## src/rtl/core/aitc_pkg.sv

```systemverilog
// Package for the address text classifier: decoded character record,
// class codes and sizing constants.
// No dependencies.
`default_nettype none

package aitc_pkg;

  // Result classes
  typedef enum logic [1:0] {
    CLASS_V4   = 2'd0,
    CLASS_V6   = 2'd1,
    CLASS_NONE = 2'd2
  } addr_class_t;

  // Depth of the queue between the front and the back
  localparam int unsigned QUEUE_DEPTH = 4;

  // Segment state widths and saturation limits
  localparam int unsigned COUNT_W   = 4;
  localparam int unsigned LEN_W     = 3;
  localparam int unsigned VALUE_W   = 10;
  localparam logic [COUNT_W-1:0] COUNT_MAX = '1;
  localparam logic [LEN_W-1:0]   LEN_MAX   = '1;
  localparam logic [VALUE_W-1:0] VALUE_MAX = '1;
  localparam logic [VALUE_W-1:0] V4_SEG_MAX = 10'd255;
  localparam logic [COUNT_W-1:0] V4_SEPS   = 4'd3;
  localparam logic [COUNT_W-1:0] V6_SEPS   = 4'd7;

  // Character codes
  localparam logic [7:0] CH_DOT   = 8'h2E;
  localparam logic [7:0] CH_COLON = 8'h3A;
  localparam logic [7:0] CH_0     = 8'h30;
  localparam logic [7:0] CH_9     = 8'h39;
  localparam logic [7:0] CH_LA    = 8'h61;
  localparam logic [7:0] CH_LF    = 8'h66;
  localparam logic [7:0] CH_UA    = 8'h41;
  localparam logic [7:0] CH_UF    = 8'h46;

  // One classified character as it travels from front to back
  typedef struct packed {
    logic       is_dot;
    logic       is_colon;
    logic       is_digit;
    logic       is_hex;
    logic       is_zero;
    logic [3:0] digit;
    logic       last;
  } char_info_t;

endpackage

`default_nettype wire

```

## src/rtl/core/aitc_front.sv

```systemverilog
// Front of the address text classifier: decodes each incoming character
// into a char_info_t beat for the queue.
// Depends on aitc_pkg.
`default_nettype none

module aitc_front import aitc_pkg::*; (
  input  wire logic [7:0] char_in,
  input  wire logic       is_last,
  output char_info_t      info
);

  logic is_digit;
  logic is_lower_hex;
  logic is_upper_hex;
  logic [7:0] digit_full;

  // Classify the character
  always_comb begin
    is_digit     = (char_in >= CH_0) && (char_in <= CH_9);
    is_lower_hex = (char_in >= CH_LA) && (char_in <= CH_LF);
    is_upper_hex = (char_in >= CH_UA) && (char_in <= CH_UF);
    digit_full   = char_in - CH_0;

    info.is_dot   = (char_in == CH_DOT);
    info.is_colon = (char_in == CH_COLON);
    info.is_digit = is_digit;
    info.is_hex   = is_digit || is_lower_hex || is_upper_hex;
    info.is_zero  = (char_in == CH_0);
    info.digit    = is_digit ? digit_full[3:0] : 4'd0;
    info.last     = is_last;
  end

endmodule

`default_nettype wire

```

## src/rtl/core/aitc_queue.sv

```systemverilog
// Short queue of decoded characters between front and back.
// Depends on aitc_pkg.
`default_nettype none

module aitc_queue import aitc_pkg::*; #(
  parameter int unsigned DEPTH = QUEUE_DEPTH
) (
  input  wire logic clk,
  input  wire logic rst_n,
  input  wire logic wr_en,
  input  wire char_info_t wr_data,
  output logic      q_full,
  output logic      q_valid,
  input  wire logic rd_en,
  output char_info_t rd_data
);

  localparam int unsigned PTR_W = (DEPTH > 1) ? $clog2(DEPTH) : 1;
  localparam int unsigned CNT_W = $clog2(DEPTH + 1);
  localparam logic [PTR_W-1:0] PTR_LAST = PTR_W'(DEPTH - 1);
  localparam logic [CNT_W-1:0] CNT_FULL = CNT_W'(DEPTH);

  char_info_t       slot_r [DEPTH];
  logic [PTR_W-1:0] wr_ptr_r, wr_ptr_nxt;
  logic [PTR_W-1:0] rd_ptr_r, rd_ptr_nxt;
  logic [CNT_W-1:0] count_r, count_nxt;
  logic             push_ok;
  logic             pop_ok;

  assign q_full  = (count_r == CNT_FULL);
  assign q_valid = (count_r != '0);
  assign rd_data = slot_r[rd_ptr_r];
  assign push_ok = wr_en && !q_full;
  assign pop_ok  = rd_en && q_valid;

  // Advance pointers and occupancy
  always_comb begin
    wr_ptr_nxt = wr_ptr_r;
    rd_ptr_nxt = rd_ptr_r;
    count_nxt  = count_r;
    if (push_ok) begin
      wr_ptr_nxt = (wr_ptr_r == PTR_LAST) ? '0 : wr_ptr_r + 1'b1;
    end
    if (pop_ok) begin
      rd_ptr_nxt = (rd_ptr_r == PTR_LAST) ? '0 : rd_ptr_r + 1'b1;
    end
    if (push_ok && !pop_ok) begin
      count_nxt = count_r + 1'b1;
    end else if (pop_ok && !push_ok) begin
      count_nxt = count_r - 1'b1;
    end
  end

  always_ff @(posedge clk) begin
    if (!rst_n) begin
      wr_ptr_r <= '0;
      rd_ptr_r <= '0;
      count_r  <= '0;
    end else begin
      wr_ptr_r <= wr_ptr_nxt;
      rd_ptr_r <= rd_ptr_nxt;
      count_r  <= count_nxt;
    end
  end

  // Store the incoming beat
  always_ff @(posedge clk) begin
    if (push_ok) begin
      slot_r[wr_ptr_r] <= wr_data;
    end
  end

`ifndef NO_ASSERTIONS
  a_count_bound: assert property (@(posedge clk) disable iff (!rst_n)
    count_r <= CNT_FULL)
    else $error("queue occupancy beyond depth");

  a_count_up: assert property (@(posedge clk) disable iff (!rst_n)
    (push_ok && !pop_ok) |=> (count_r == $past(count_r) + 1'b1))
    else $error("queue occupancy did not grow on push");

  a_count_down: assert property (@(posedge clk) disable iff (!rst_n)
    (pop_ok && !push_ok) |=> (count_r == $past(count_r) - 1'b1))
    else $error("queue occupancy did not shrink on pop");
`endif

endmodule

`default_nettype wire

```

## src/rtl/core/aitc_back.sv

```systemverilog
// Back of the address text classifier: runs the segment state per decoded
// beat and holds the class in an output register until it is popped.
// Depends on aitc_pkg.
`default_nettype none

module aitc_back import aitc_pkg::*; (
  input  wire logic   clk,
  input  wire logic   rst_n,
  input  wire logic   head_valid,
  input  wire char_info_t head,
  output logic        head_take,
  output logic        res_valid,
  output addr_class_t res_class,
  input  wire logic   res_pop
);

  logic [COUNT_W-1:0] seg_count_r, seg_count_nxt;
  logic [LEN_W-1:0]   seg_len_r, seg_len_nxt;
  logic [VALUE_W-1:0] seg_val_r, seg_val_nxt;
  logic               lead_zero_r, lead_zero_nxt;
  logic               v4_ok_r, v4_ok_nxt;
  logic               v6_ok_r, v6_ok_nxt;
  logic               out_valid_r, out_valid_nxt;
  addr_class_t        out_class_r, out_class_nxt;

  logic [VALUE_W+3:0] prod;
  logic               cur_v4_seg;
  logic               cur_v6_seg;
  logic               fin_v4_seg;
  logic               fin_v6_seg;
  logic               slot_free;

  function automatic logic v4_seg_ok(input logic [LEN_W-1:0] len,
                                     input logic lz,
                                     input logic [VALUE_W-1:0] val);
    logic ok;
    ok = (len >= 3'd1) && (len <= 3'd3) && !((len > 3'd1) && lz) &&
         (val <= V4_SEG_MAX);
    return ok;
  endfunction

  function automatic logic v6_seg_ok(input logic [LEN_W-1:0] len);
    logic ok;
    ok = (len >= 3'd1) && (len <= 3'd4);
    return ok;
  endfunction

  // Take a beat when one is valid; take a final beat only when the output slot can hold its result
  assign slot_free = !out_valid_r || res_pop;
  assign head_take = head_valid && (!head.last || slot_free);

  // Update segment state for the head beat
  always_comb begin
    seg_count_nxt = seg_count_r;
    seg_len_nxt   = seg_len_r;
    seg_val_nxt   = seg_val_r;
    lead_zero_nxt = lead_zero_r;
    v4_ok_nxt     = v4_ok_r;
    v6_ok_nxt     = v6_ok_r;
    cur_v4_seg    = v4_seg_ok(seg_len_r, lead_zero_r, seg_val_r);
    cur_v6_seg    = v6_seg_ok(seg_len_r);
    prod = ({4'd0, seg_val_r} << 3) + ({4'd0, seg_val_r} << 1) + {10'd0, head.digit};

    if (head.is_dot || head.is_colon) begin
      if (head.is_dot) begin
        v4_ok_nxt = v4_ok_r && cur_v4_seg;
        v6_ok_nxt = 1'b0;
      end else begin
        v6_ok_nxt = v6_ok_r && cur_v6_seg;
        v4_ok_nxt = 1'b0;
      end
      if (seg_count_r != COUNT_MAX) begin
        seg_count_nxt = seg_count_r + 1'b1;
      end
      seg_len_nxt   = '0;
      seg_val_nxt   = '0;
      lead_zero_nxt = 1'b0;
    end else begin
      if (!head.is_digit) begin
        v4_ok_nxt = 1'b0;
      end
      if (!head.is_hex) begin
        v6_ok_nxt = 1'b0;
      end
      if (seg_len_r == '0) begin
        lead_zero_nxt = head.is_zero;
      end
      if (seg_len_r != LEN_MAX) begin
        seg_len_nxt = seg_len_r + 1'b1;
      end
      if (head.is_digit) begin
        seg_val_nxt = (prod > {4'd0, VALUE_MAX}) ? VALUE_MAX : prod[VALUE_W-1:0];
      end
    end
  end

  // Classify the whole string from the updated state
  always_comb begin
    fin_v4_seg    = v4_seg_ok(seg_len_nxt, lead_zero_nxt, seg_val_nxt);
    fin_v6_seg    = v6_seg_ok(seg_len_nxt);
    out_valid_nxt = out_valid_r && !res_pop;
    out_class_nxt = out_class_r;
    if (head_take && head.last) begin
      out_valid_nxt = 1'b1;
      if (v4_ok_nxt && fin_v4_seg && (seg_count_nxt == V4_SEPS)) begin
        out_class_nxt = CLASS_V4;
      end else if (v6_ok_nxt && fin_v6_seg && (seg_count_nxt == V6_SEPS)) begin
        out_class_nxt = CLASS_V6;
      end else begin
        out_class_nxt = CLASS_NONE;
      end
    end
  end

  // Hold state; clear it after the last beat of a string
  always_ff @(posedge clk) begin
    if (!rst_n) begin
      seg_count_r <= '0;
      seg_len_r   <= '0;
      seg_val_r   <= '0;
      lead_zero_r <= 1'b0;
      v4_ok_r     <= 1'b1;
      v6_ok_r     <= 1'b1;
      out_valid_r <= 1'b0;
    end else begin
      out_valid_r <= out_valid_nxt;
      if (head_take) begin
        if (head.last) begin
          seg_count_r <= '0;
          seg_len_r   <= '0;
          seg_val_r   <= '0;
          lead_zero_r <= 1'b0;
          v4_ok_r     <= 1'b1;
          v6_ok_r     <= 1'b1;
        end else begin
          seg_count_r <= seg_count_nxt;
          seg_len_r   <= seg_len_nxt;
          seg_val_r   <= seg_val_nxt;
          lead_zero_r <= lead_zero_nxt;
          v4_ok_r     <= v4_ok_nxt;
          v6_ok_r     <= v6_ok_nxt;
        end
      end
    end
  end

  always_ff @(posedge clk) begin
    out_class_r <= out_class_nxt;
  end

  assign res_valid = out_valid_r;
  assign res_class = out_class_r;

`ifndef NO_ASSERTIONS
  a_result_source: assert property (@(posedge clk) disable iff (!rst_n)
    $rose(out_valid_r) |-> $past(head_take && head.last))
    else $error("result appeared without a final beat");

  a_state_clear: assert property (@(posedge clk) disable iff (!rst_n)
    (head_take && head.last) |=> (seg_count_r == '0 && seg_len_r == '0 &&
                                  v4_ok_r && v6_ok_r))
    else $error("segment state not cleared after final beat");

  a_dot_kills_v6: assert property (@(posedge clk) disable iff (!rst_n)
    (head_take && !head.last && head.is_dot) |=> !v6_ok_r)
    else $error("dot separator left IPv6 possible");
`endif

endmodule

`default_nettype wire

```

## src/rtl/core/ip_address_text_classifier_unit.sv

```systemverilog
// Top level of the address text classifier: front decoder, beat queue and
// back state machine with its output register.
// Depends on aitc_pkg, aitc_front, aitc_queue, aitc_back.
`default_nettype none

// Classifies an address string fed one character per beat, with in_is_last
// set on the final character, as dotted IPv4, colon IPv6 or neither; one
// class comes out per string, in string order. The block takes a character
// every cycle while full is low. The front decodes each character into a
// queue of QUEUE_DEPTH beats; the back updates the segment state for one
// beat per cycle unless a final beat waits on the output register, so
// sustained throughput is one character per cycle while nothing is stalled.
// A class passes a queue slot and then the output register before it is on
// out_addr_class. A waiting class stalls only final characters; others keep
// draining into the segment state while the queue absorbs the rest.

module ip_address_text_classifier_unit import aitc_pkg::*; #(
  parameter int unsigned QDEPTH = QUEUE_DEPTH
) (
  input  wire logic       clk,
  input  wire logic       rst_n,
  input  wire logic       push,
  output logic            full,
  input  wire logic [7:0] in_char_in,
  input  wire logic       in_is_last,
  output logic            empty,
  input  wire logic       pop,
  output logic [1:0]      out_addr_class
);

  char_info_t  front_info;
  char_info_t  head_info;
  logic        head_valid;
  logic        head_take;
  logic        res_valid;
  addr_class_t res_class;

  // Decode the incoming character
  aitc_front u_front (
    .char_in (in_char_in),
    .is_last (in_is_last),
    .info    (front_info)
  );

  // Buffer decoded beats between front and back
  aitc_queue #(
    .DEPTH (QDEPTH)
  ) u_queue (
    .clk     (clk),
    .rst_n   (rst_n),
    .wr_en   (push),
    .wr_data (front_info),
    .q_full  (full),
    .q_valid (head_valid),
    .rd_en   (head_take),
    .rd_data (head_info)
  );

  // Run the segment state and hold the result
  aitc_back u_back (
    .clk        (clk),
    .rst_n      (rst_n),
    .head_valid (head_valid),
    .head       (head_info),
    .head_take  (head_take),
    .res_valid  (res_valid),
    .res_class  (res_class),
    .res_pop    (pop)
  );

  assign empty          = !res_valid;
  assign out_addr_class = res_class;

endmodule

`default_nettype wire
```

## config.mk

```make
export PLATFORM = sky130hd
export DESIGN_NAME = ip_address_text_classifier_unit
export DESIGN_NICKNAME = d
export VERILOG_FILES = /design/src/rtl/core/aitc_pkg.sv /design/src/rtl/core/aitc_front.sv /design/src/rtl/core/aitc_queue.sv /design/src/rtl/core/aitc_back.sv /design/src/rtl/core/ip_address_text_classifier_unit.sv
export SDC_FILE = /design/constraint.sdc
export NUM_CORES = 1
export LEC_CHECK = 0
export BUFFER_PORTS_ARGS = -buffer_cell sky130_fd_sc_hd__buf_2
export CAP_MARGIN = 20
export CORE_ASPECT_RATIO = 0.8
export CORE_MARGIN = 5
export CORE_UTILIZATION = 61
export DETAILED_ROUTE_END_ITERATION = 6
export GPL_TIMING_DRIVEN = 0
export PLACE_DENSITY = 0.79
export SLEW_MARGIN = 20
export SYNTH_ARGS = -nofsm -noshare
export SYNTH_HDL_FRONTEND = slang
export SYNTH_SLANG_ARGS = --single-unit
export TNS_END_PERCENT = 100
```

## constraint.sdc

```tcl
create_clock -name clk -period 4.2 [get_ports clk]
set_input_delay 0.42 -clock clk [delete_from_list [all_inputs] [get_ports clk]]
set_output_delay 0.42 -clock clk [all_outputs]
set_load 0.01 [all_outputs]
```

## Word-level counts from Yosys, hierarchy flattened

Memories as Yosys holds them, arrays and structs flattened. A register that Yosys moved wholly into a read port is not among the register bits.
Cells that the tools add are included.

- Memories: 1
- Bits of input ports: 13
- Bits in writable memories: 40
- Bits in registers: 30

- $lt $le $gt $ge: 17
- Multiplexer cells: 32
- Equal/unequal tests: 10
- Add/sub/neg operators: 9
- Reductions and logical operators: 42

Memories:

| memory | depth | bits a word | rd ports | clocked after Yosys merged registers in | write ports | RTL line | text |
|---|---|---|---|---|---|---|---|
| u_queue.slot_r | 4 | 10 | 1 | 1 | 1 | aitc_queue.sv:23 | `char_info_t slot_r [DEPTH];` |

Operators by type and width:

| kind | count |
|---|---|
| 2-to-1 mux 10 bit | 4 |
| logical AND 1 bit | 26 |
| == test 8 x 6 -> 1 bit, second input constant | 3 |
| less-or-equal comparator 10 x 8 -> 1 bit, second input constant | 2 |
| >= comparator 8 x 7 -> 1 bit, second input constant | 2 |
| less-or-equal comparator 8 x 7 -> 1 bit, second input constant | 2 |
| 2-to-1 mux 4 bit | 4 |
| 2-to-1 mux 3 bit | 5 |
| adder 13 x 11 -> 14 bit | 1 |
| adder 14 x 4 -> 14 bit | 1 |
| > comparator 14 x 10 -> 1 bit, second input constant | 1 |
| 2-to-1 mux 1 bit | 14 |
| 2-to-1 mux 2 bit | 5 |
| >= comparator 8 x 6 -> 1 bit, second input constant | 1 |
| less-or-equal comparator 8 x 6 -> 1 bit, second input constant | 1 |
| zero test 1 bit | 8 |
| adder 3 x 1 -> 3 bit, second input constant | 2 |
| >= comparator 3 x 1 -> 1 bit, second input constant | 2 |
| > comparator 3 x 1 -> 1 bit, second input constant | 2 |
| less-or-equal comparator 3 x 2 -> 1 bit, second input constant | 2 |
| less-or-equal comparator 3 bit, second input constant | 2 |
| logical OR 1 bit | 5 |
| adder 2 x 1 -> 2 bit, second input constant | 2 |
| adder 4 x 1 -> 4 bit, second input constant | 1 |
| other kinds (11) | 12 |

## Longest topological paths before layout

- Word-level depth: 10
- Depth in mapped cells: 13
- Depth with buffers taken out: 11

## Modules after synthesis

Synthesis repeated with hierarchy kept, for this count alone.

- Cells, all modules: 338
- Area, all modules: 3,853.7 µm²

By module, submodules not included:

| module | times used | area an instance (µm²) | cells each |
|---|---|---|---|
| aitc_queue | 1 | 1,918.1 | 103 |
| aitc_back | 1 | 1,793.0 | 213 |
| aitc_front | 1 | 138.9 | 21 |
| ip_address_text_classifier_unit | 1 | 3.8 | 1 |

## Worst setup path after synthesis

Ideal clock, no wire load.

- Kind: register to register
- From: reg with a tool-made name
- To: reg u_back.out_class_r[1], in the netlist u_back.res_class[1] (data pin)
- Setup time: 0.273 ns
- Buffers on the path: 2
- Period minus slack after synthesis: 3.693 ns
- Stages on the path, launching flop included: 13
- Arrival: 3.420 ns
- Path slack: 0.507 ns
- Path through: dfxtp_1 -> buf_6 -> mux4_2 -> fa_1 -> fa_1 -> a211oi_1 -> o21bai_1 -> a22oi_1 -> mux2_2 -> nor4_1 -> buf_2 -> a21o_1 -> a31oi_1

RTL lines:

| what | RTL line | text |
|---|---|---|
| to (signal assigned) | aitc_back.sv:148 | `out_class_r <= out_class_nxt;` |
| to (decl) | aitc_back.sv:24 | `addr_class_t out_class_r, out_class_nxt;` |

==> results.tsv <==
metric	value	unit
status	complete, no violations	
finalSetupViolCount	0	
gp_congestion	0.881	
reg2reg_setup_slack	0.25	ns
synth_ff_type	edfxtp_1	
place_area	0.00405	sq mm
cp_max_fo	10	
multi_input_area	0.00190	sq mm
grt_usage	0.193	
dr.pass1.iters	4	
fillCellCount	470	
synth_edf_count	42	
fin_util	0.672	
areaGrowthSynthToFinish	9.26	%
port_buffers	16	
initial_utilization	0.615	
finalHoldViolations	0	
vias_per_cell	6.01	
regArea	0.00186	sq mm
numClockSinks	72	
layout.cells.non_filler	451	
path_class	flop to flop	
io-pin-count	17	
reg2reg_depth	12	
wl_per_cell	15.8	um
cap_violations	0	
finalPower	0.00235	W
grt_pass1_vias	2609	
min_period	3.95	ns
dp_hpwl	5.26	mm
grt-ovfl-total	0	
die_w	99.0	um
holdBufCountCts	0	
min_path_type	primary input to flop	
clkTransAtPathRegs	0.08	ns
cts_buffer_depth	2	
powerDensity	556	mW/mm^2
cts_root_buf	clkbuf_8	
post_cts_buffers	0	
dieArea	0.00804	sq mm
ys_seq_area_frac	0.482	
cts_made_buffers	9	
drc	0	
grt_pass1_wl	12.1	mm
num_vias	2712	
grt_max_degree	13	
fmax	0.253	GHz
endpoint	u_back.seg_val_r[6]	
drt_iter0_markers	117	
postLayoutCellArea	0.00422	sq mm
clock_skew	0.00686	ns
ys_ff_latch	72	
cts_tree	built	
layout_commonest_cell	edfxtp_1	
nets	408	
min_period_over_period	0.941	
syn-cell-area	0.00386	sq mm
drive_gt1_frac	0.161	
worstReg2RegEnd	u_back.seg_val_r[6]	
startpoint_type	flop	
syn_avg_cell_area	11.5	sq um
worst_pin_slew	0.802	ns
p_leak	1.60	nW
ir_drop	0.376	mV
die-height	81.2	um
coreArea	0.00628	sq mm
clk_latency	0.34	ns
cp-end-kind	flop	
slew_headroom	0.458	
layout_common_cells	edfxtp_1 (42), dfxtp_1 (30), ha_1 (29)	
antennaDiodeCount	0	
htreeDepth	3	
detail-route-antenna-nets	0	
syn_inst	336	
cp.required	4.44	ns
dpl.cell_count	436	
yosys_warnings	0	
min_from	in_is_last	
antenna_found_initial	0	
num_rows	26	
synth_cell_types	55	
ys_async_sr_fraction	0	
cts_resized	0	
finalMaxSlewViolations	0	
synth_nets	381	
routed_wl	7.14	mm
arrival	4.19	ns
-- cell usage after synthesis (2+ instances only) --
cell       instances  area [sq um]
a211oi_1           5          37.5
a21boi_0           4          30.0
a21o_1             7          52.6
a21oi_1           17          85.1
a31o_2             5          43.8
a31oi_1            3          18.8
a32oi_1            7          61.3
and2_1             9          56.3
and3_1             4          25.0
buf_2              2          10.0
clkbuf_1           6          22.5
dfxtp_1           30           601
edfxtp_1          42          1260
fa_1               3          60.1
ha_1              29           363
inv_1             16          60.1
mux2_2             3          33.8
mux2i_1            4          40.0
mux4_2            10           225
nand2_1           24          90.1
nand2b_1           2          12.5
nand3_1            7          35.0
nor2_1            16          60.1
nor2b_1            8          50.1
nor3_1             9          45.0
nor4_1             3          18.8
nor4b_1            2          17.5
o2111ai_1          3          26.3
o21a_1             4          30.0
o21ai_0           17          85.1
o21ai_1            3          15.0
or3_1              2          12.5
xnor2_1            5          43.8
xor2_1             4          35.0
-- per-layer routing --
layer	GRT usage	wire, um	vias to the layer above
met5	0	0	-
met4	0.0423	64	0
met3	0.0609	324	6
met2	0.320	3410	62
met1	0.251	3340	1320
li1	-	-	1324
-- stage by stage --
stage / TNS (ns) / hold WS, ns / worst slack [ns]
after global routing: -0.112 / 0.293 / -0.0439
final: 0 / 0.306 / 0.247
after floorplan: 0 / 0.451 / 0.507
after CTS: 0 / 0.291 / 0.182
after global placement: 0 / 0.472 / 0.178
after detailed placement: 0 / 0.496 / 0.204
-- cell families after synthesis --
group           after synthesis  synth area share
xor+xnor                      9            0.0204
buf+inv                      26            0.0282
flops                        72             0.482
mux                          17            0.0774
fa+ha+maj                    32             0.109
simple gates                 95             0.135
compound gates               85             0.148
-- state kept, by name, indices dropped and copies added, names as in the netlist, named ones only --
register	count
u_back.lead_zero_r	1
u_back.seg_val_r	10
u_back.seg_count_r	4
u_queue.rd_ptr_r	2
u_back.v6_ok_r	1
u_back.res_class	2
u_queue.count_r	3
u_queue.wr_ptr_r	2
u_back.res_valid	1
u_back.v4_ok_r	1
u_back.seg_len_r	3
u_queue.slot_r	40
-- area by class of cell --
class,count,area share
Sequential cell,72,0.441
Multi-Input combinational cell,238,0.450
Inverter,16,0.0142
Clock buffer,9,0.0293
Buffer,10,0.0127
Timing Repair Buffer,16,0.0190
Tap cell,84,0.0249
Clock inverter,6,0.00889
-- worst min path at each step --
| stage | to | slack [ns] | depth (start not counted) |
|---|---|---|---|
| 2_1_floorplan | u_back.seg_val_r[3] | 0.45 | 2 |
| 3_3_place_gp | u_back.v6_ok_r | 0.47 | 2 |
| 3_5_place_dp | u_back.seg_val_r[3] | 0.50 | 2 |
| 4_1_cts | u_queue.slot_r[2][0] | 0.29 | 1 |
| 5_1_grt | u_queue.slot_r[3][0] | 0.29 | 1 |
| 6_report | u_queue.slot_r[2][0] | 0.31 | 1 |
-- where the power goes --
group	leakage [nW]	internal (W)	switching, W
Clock	0.0785	0.000207	0.000246
Sequential	0.619	0.000851	0.0000654
Combinational	0.904	0.000400	0.000576
-- worst max-delay path: stages (launching register included) --
cell	delay, ns
dfxtp_1	0.33
buf_6	0.18
mux4_2	0.53
fa_1	0.49
fa_1	0.50
a211oi_1	0.29
o21bai_1	0.15
a22oi_1	0.23
mux2_2	0.37
nor4_2	0.17
clkbuf_4	0.25
nand3_1	0.08
a31o_2	0.26
(Power assumes the default switching activity.)
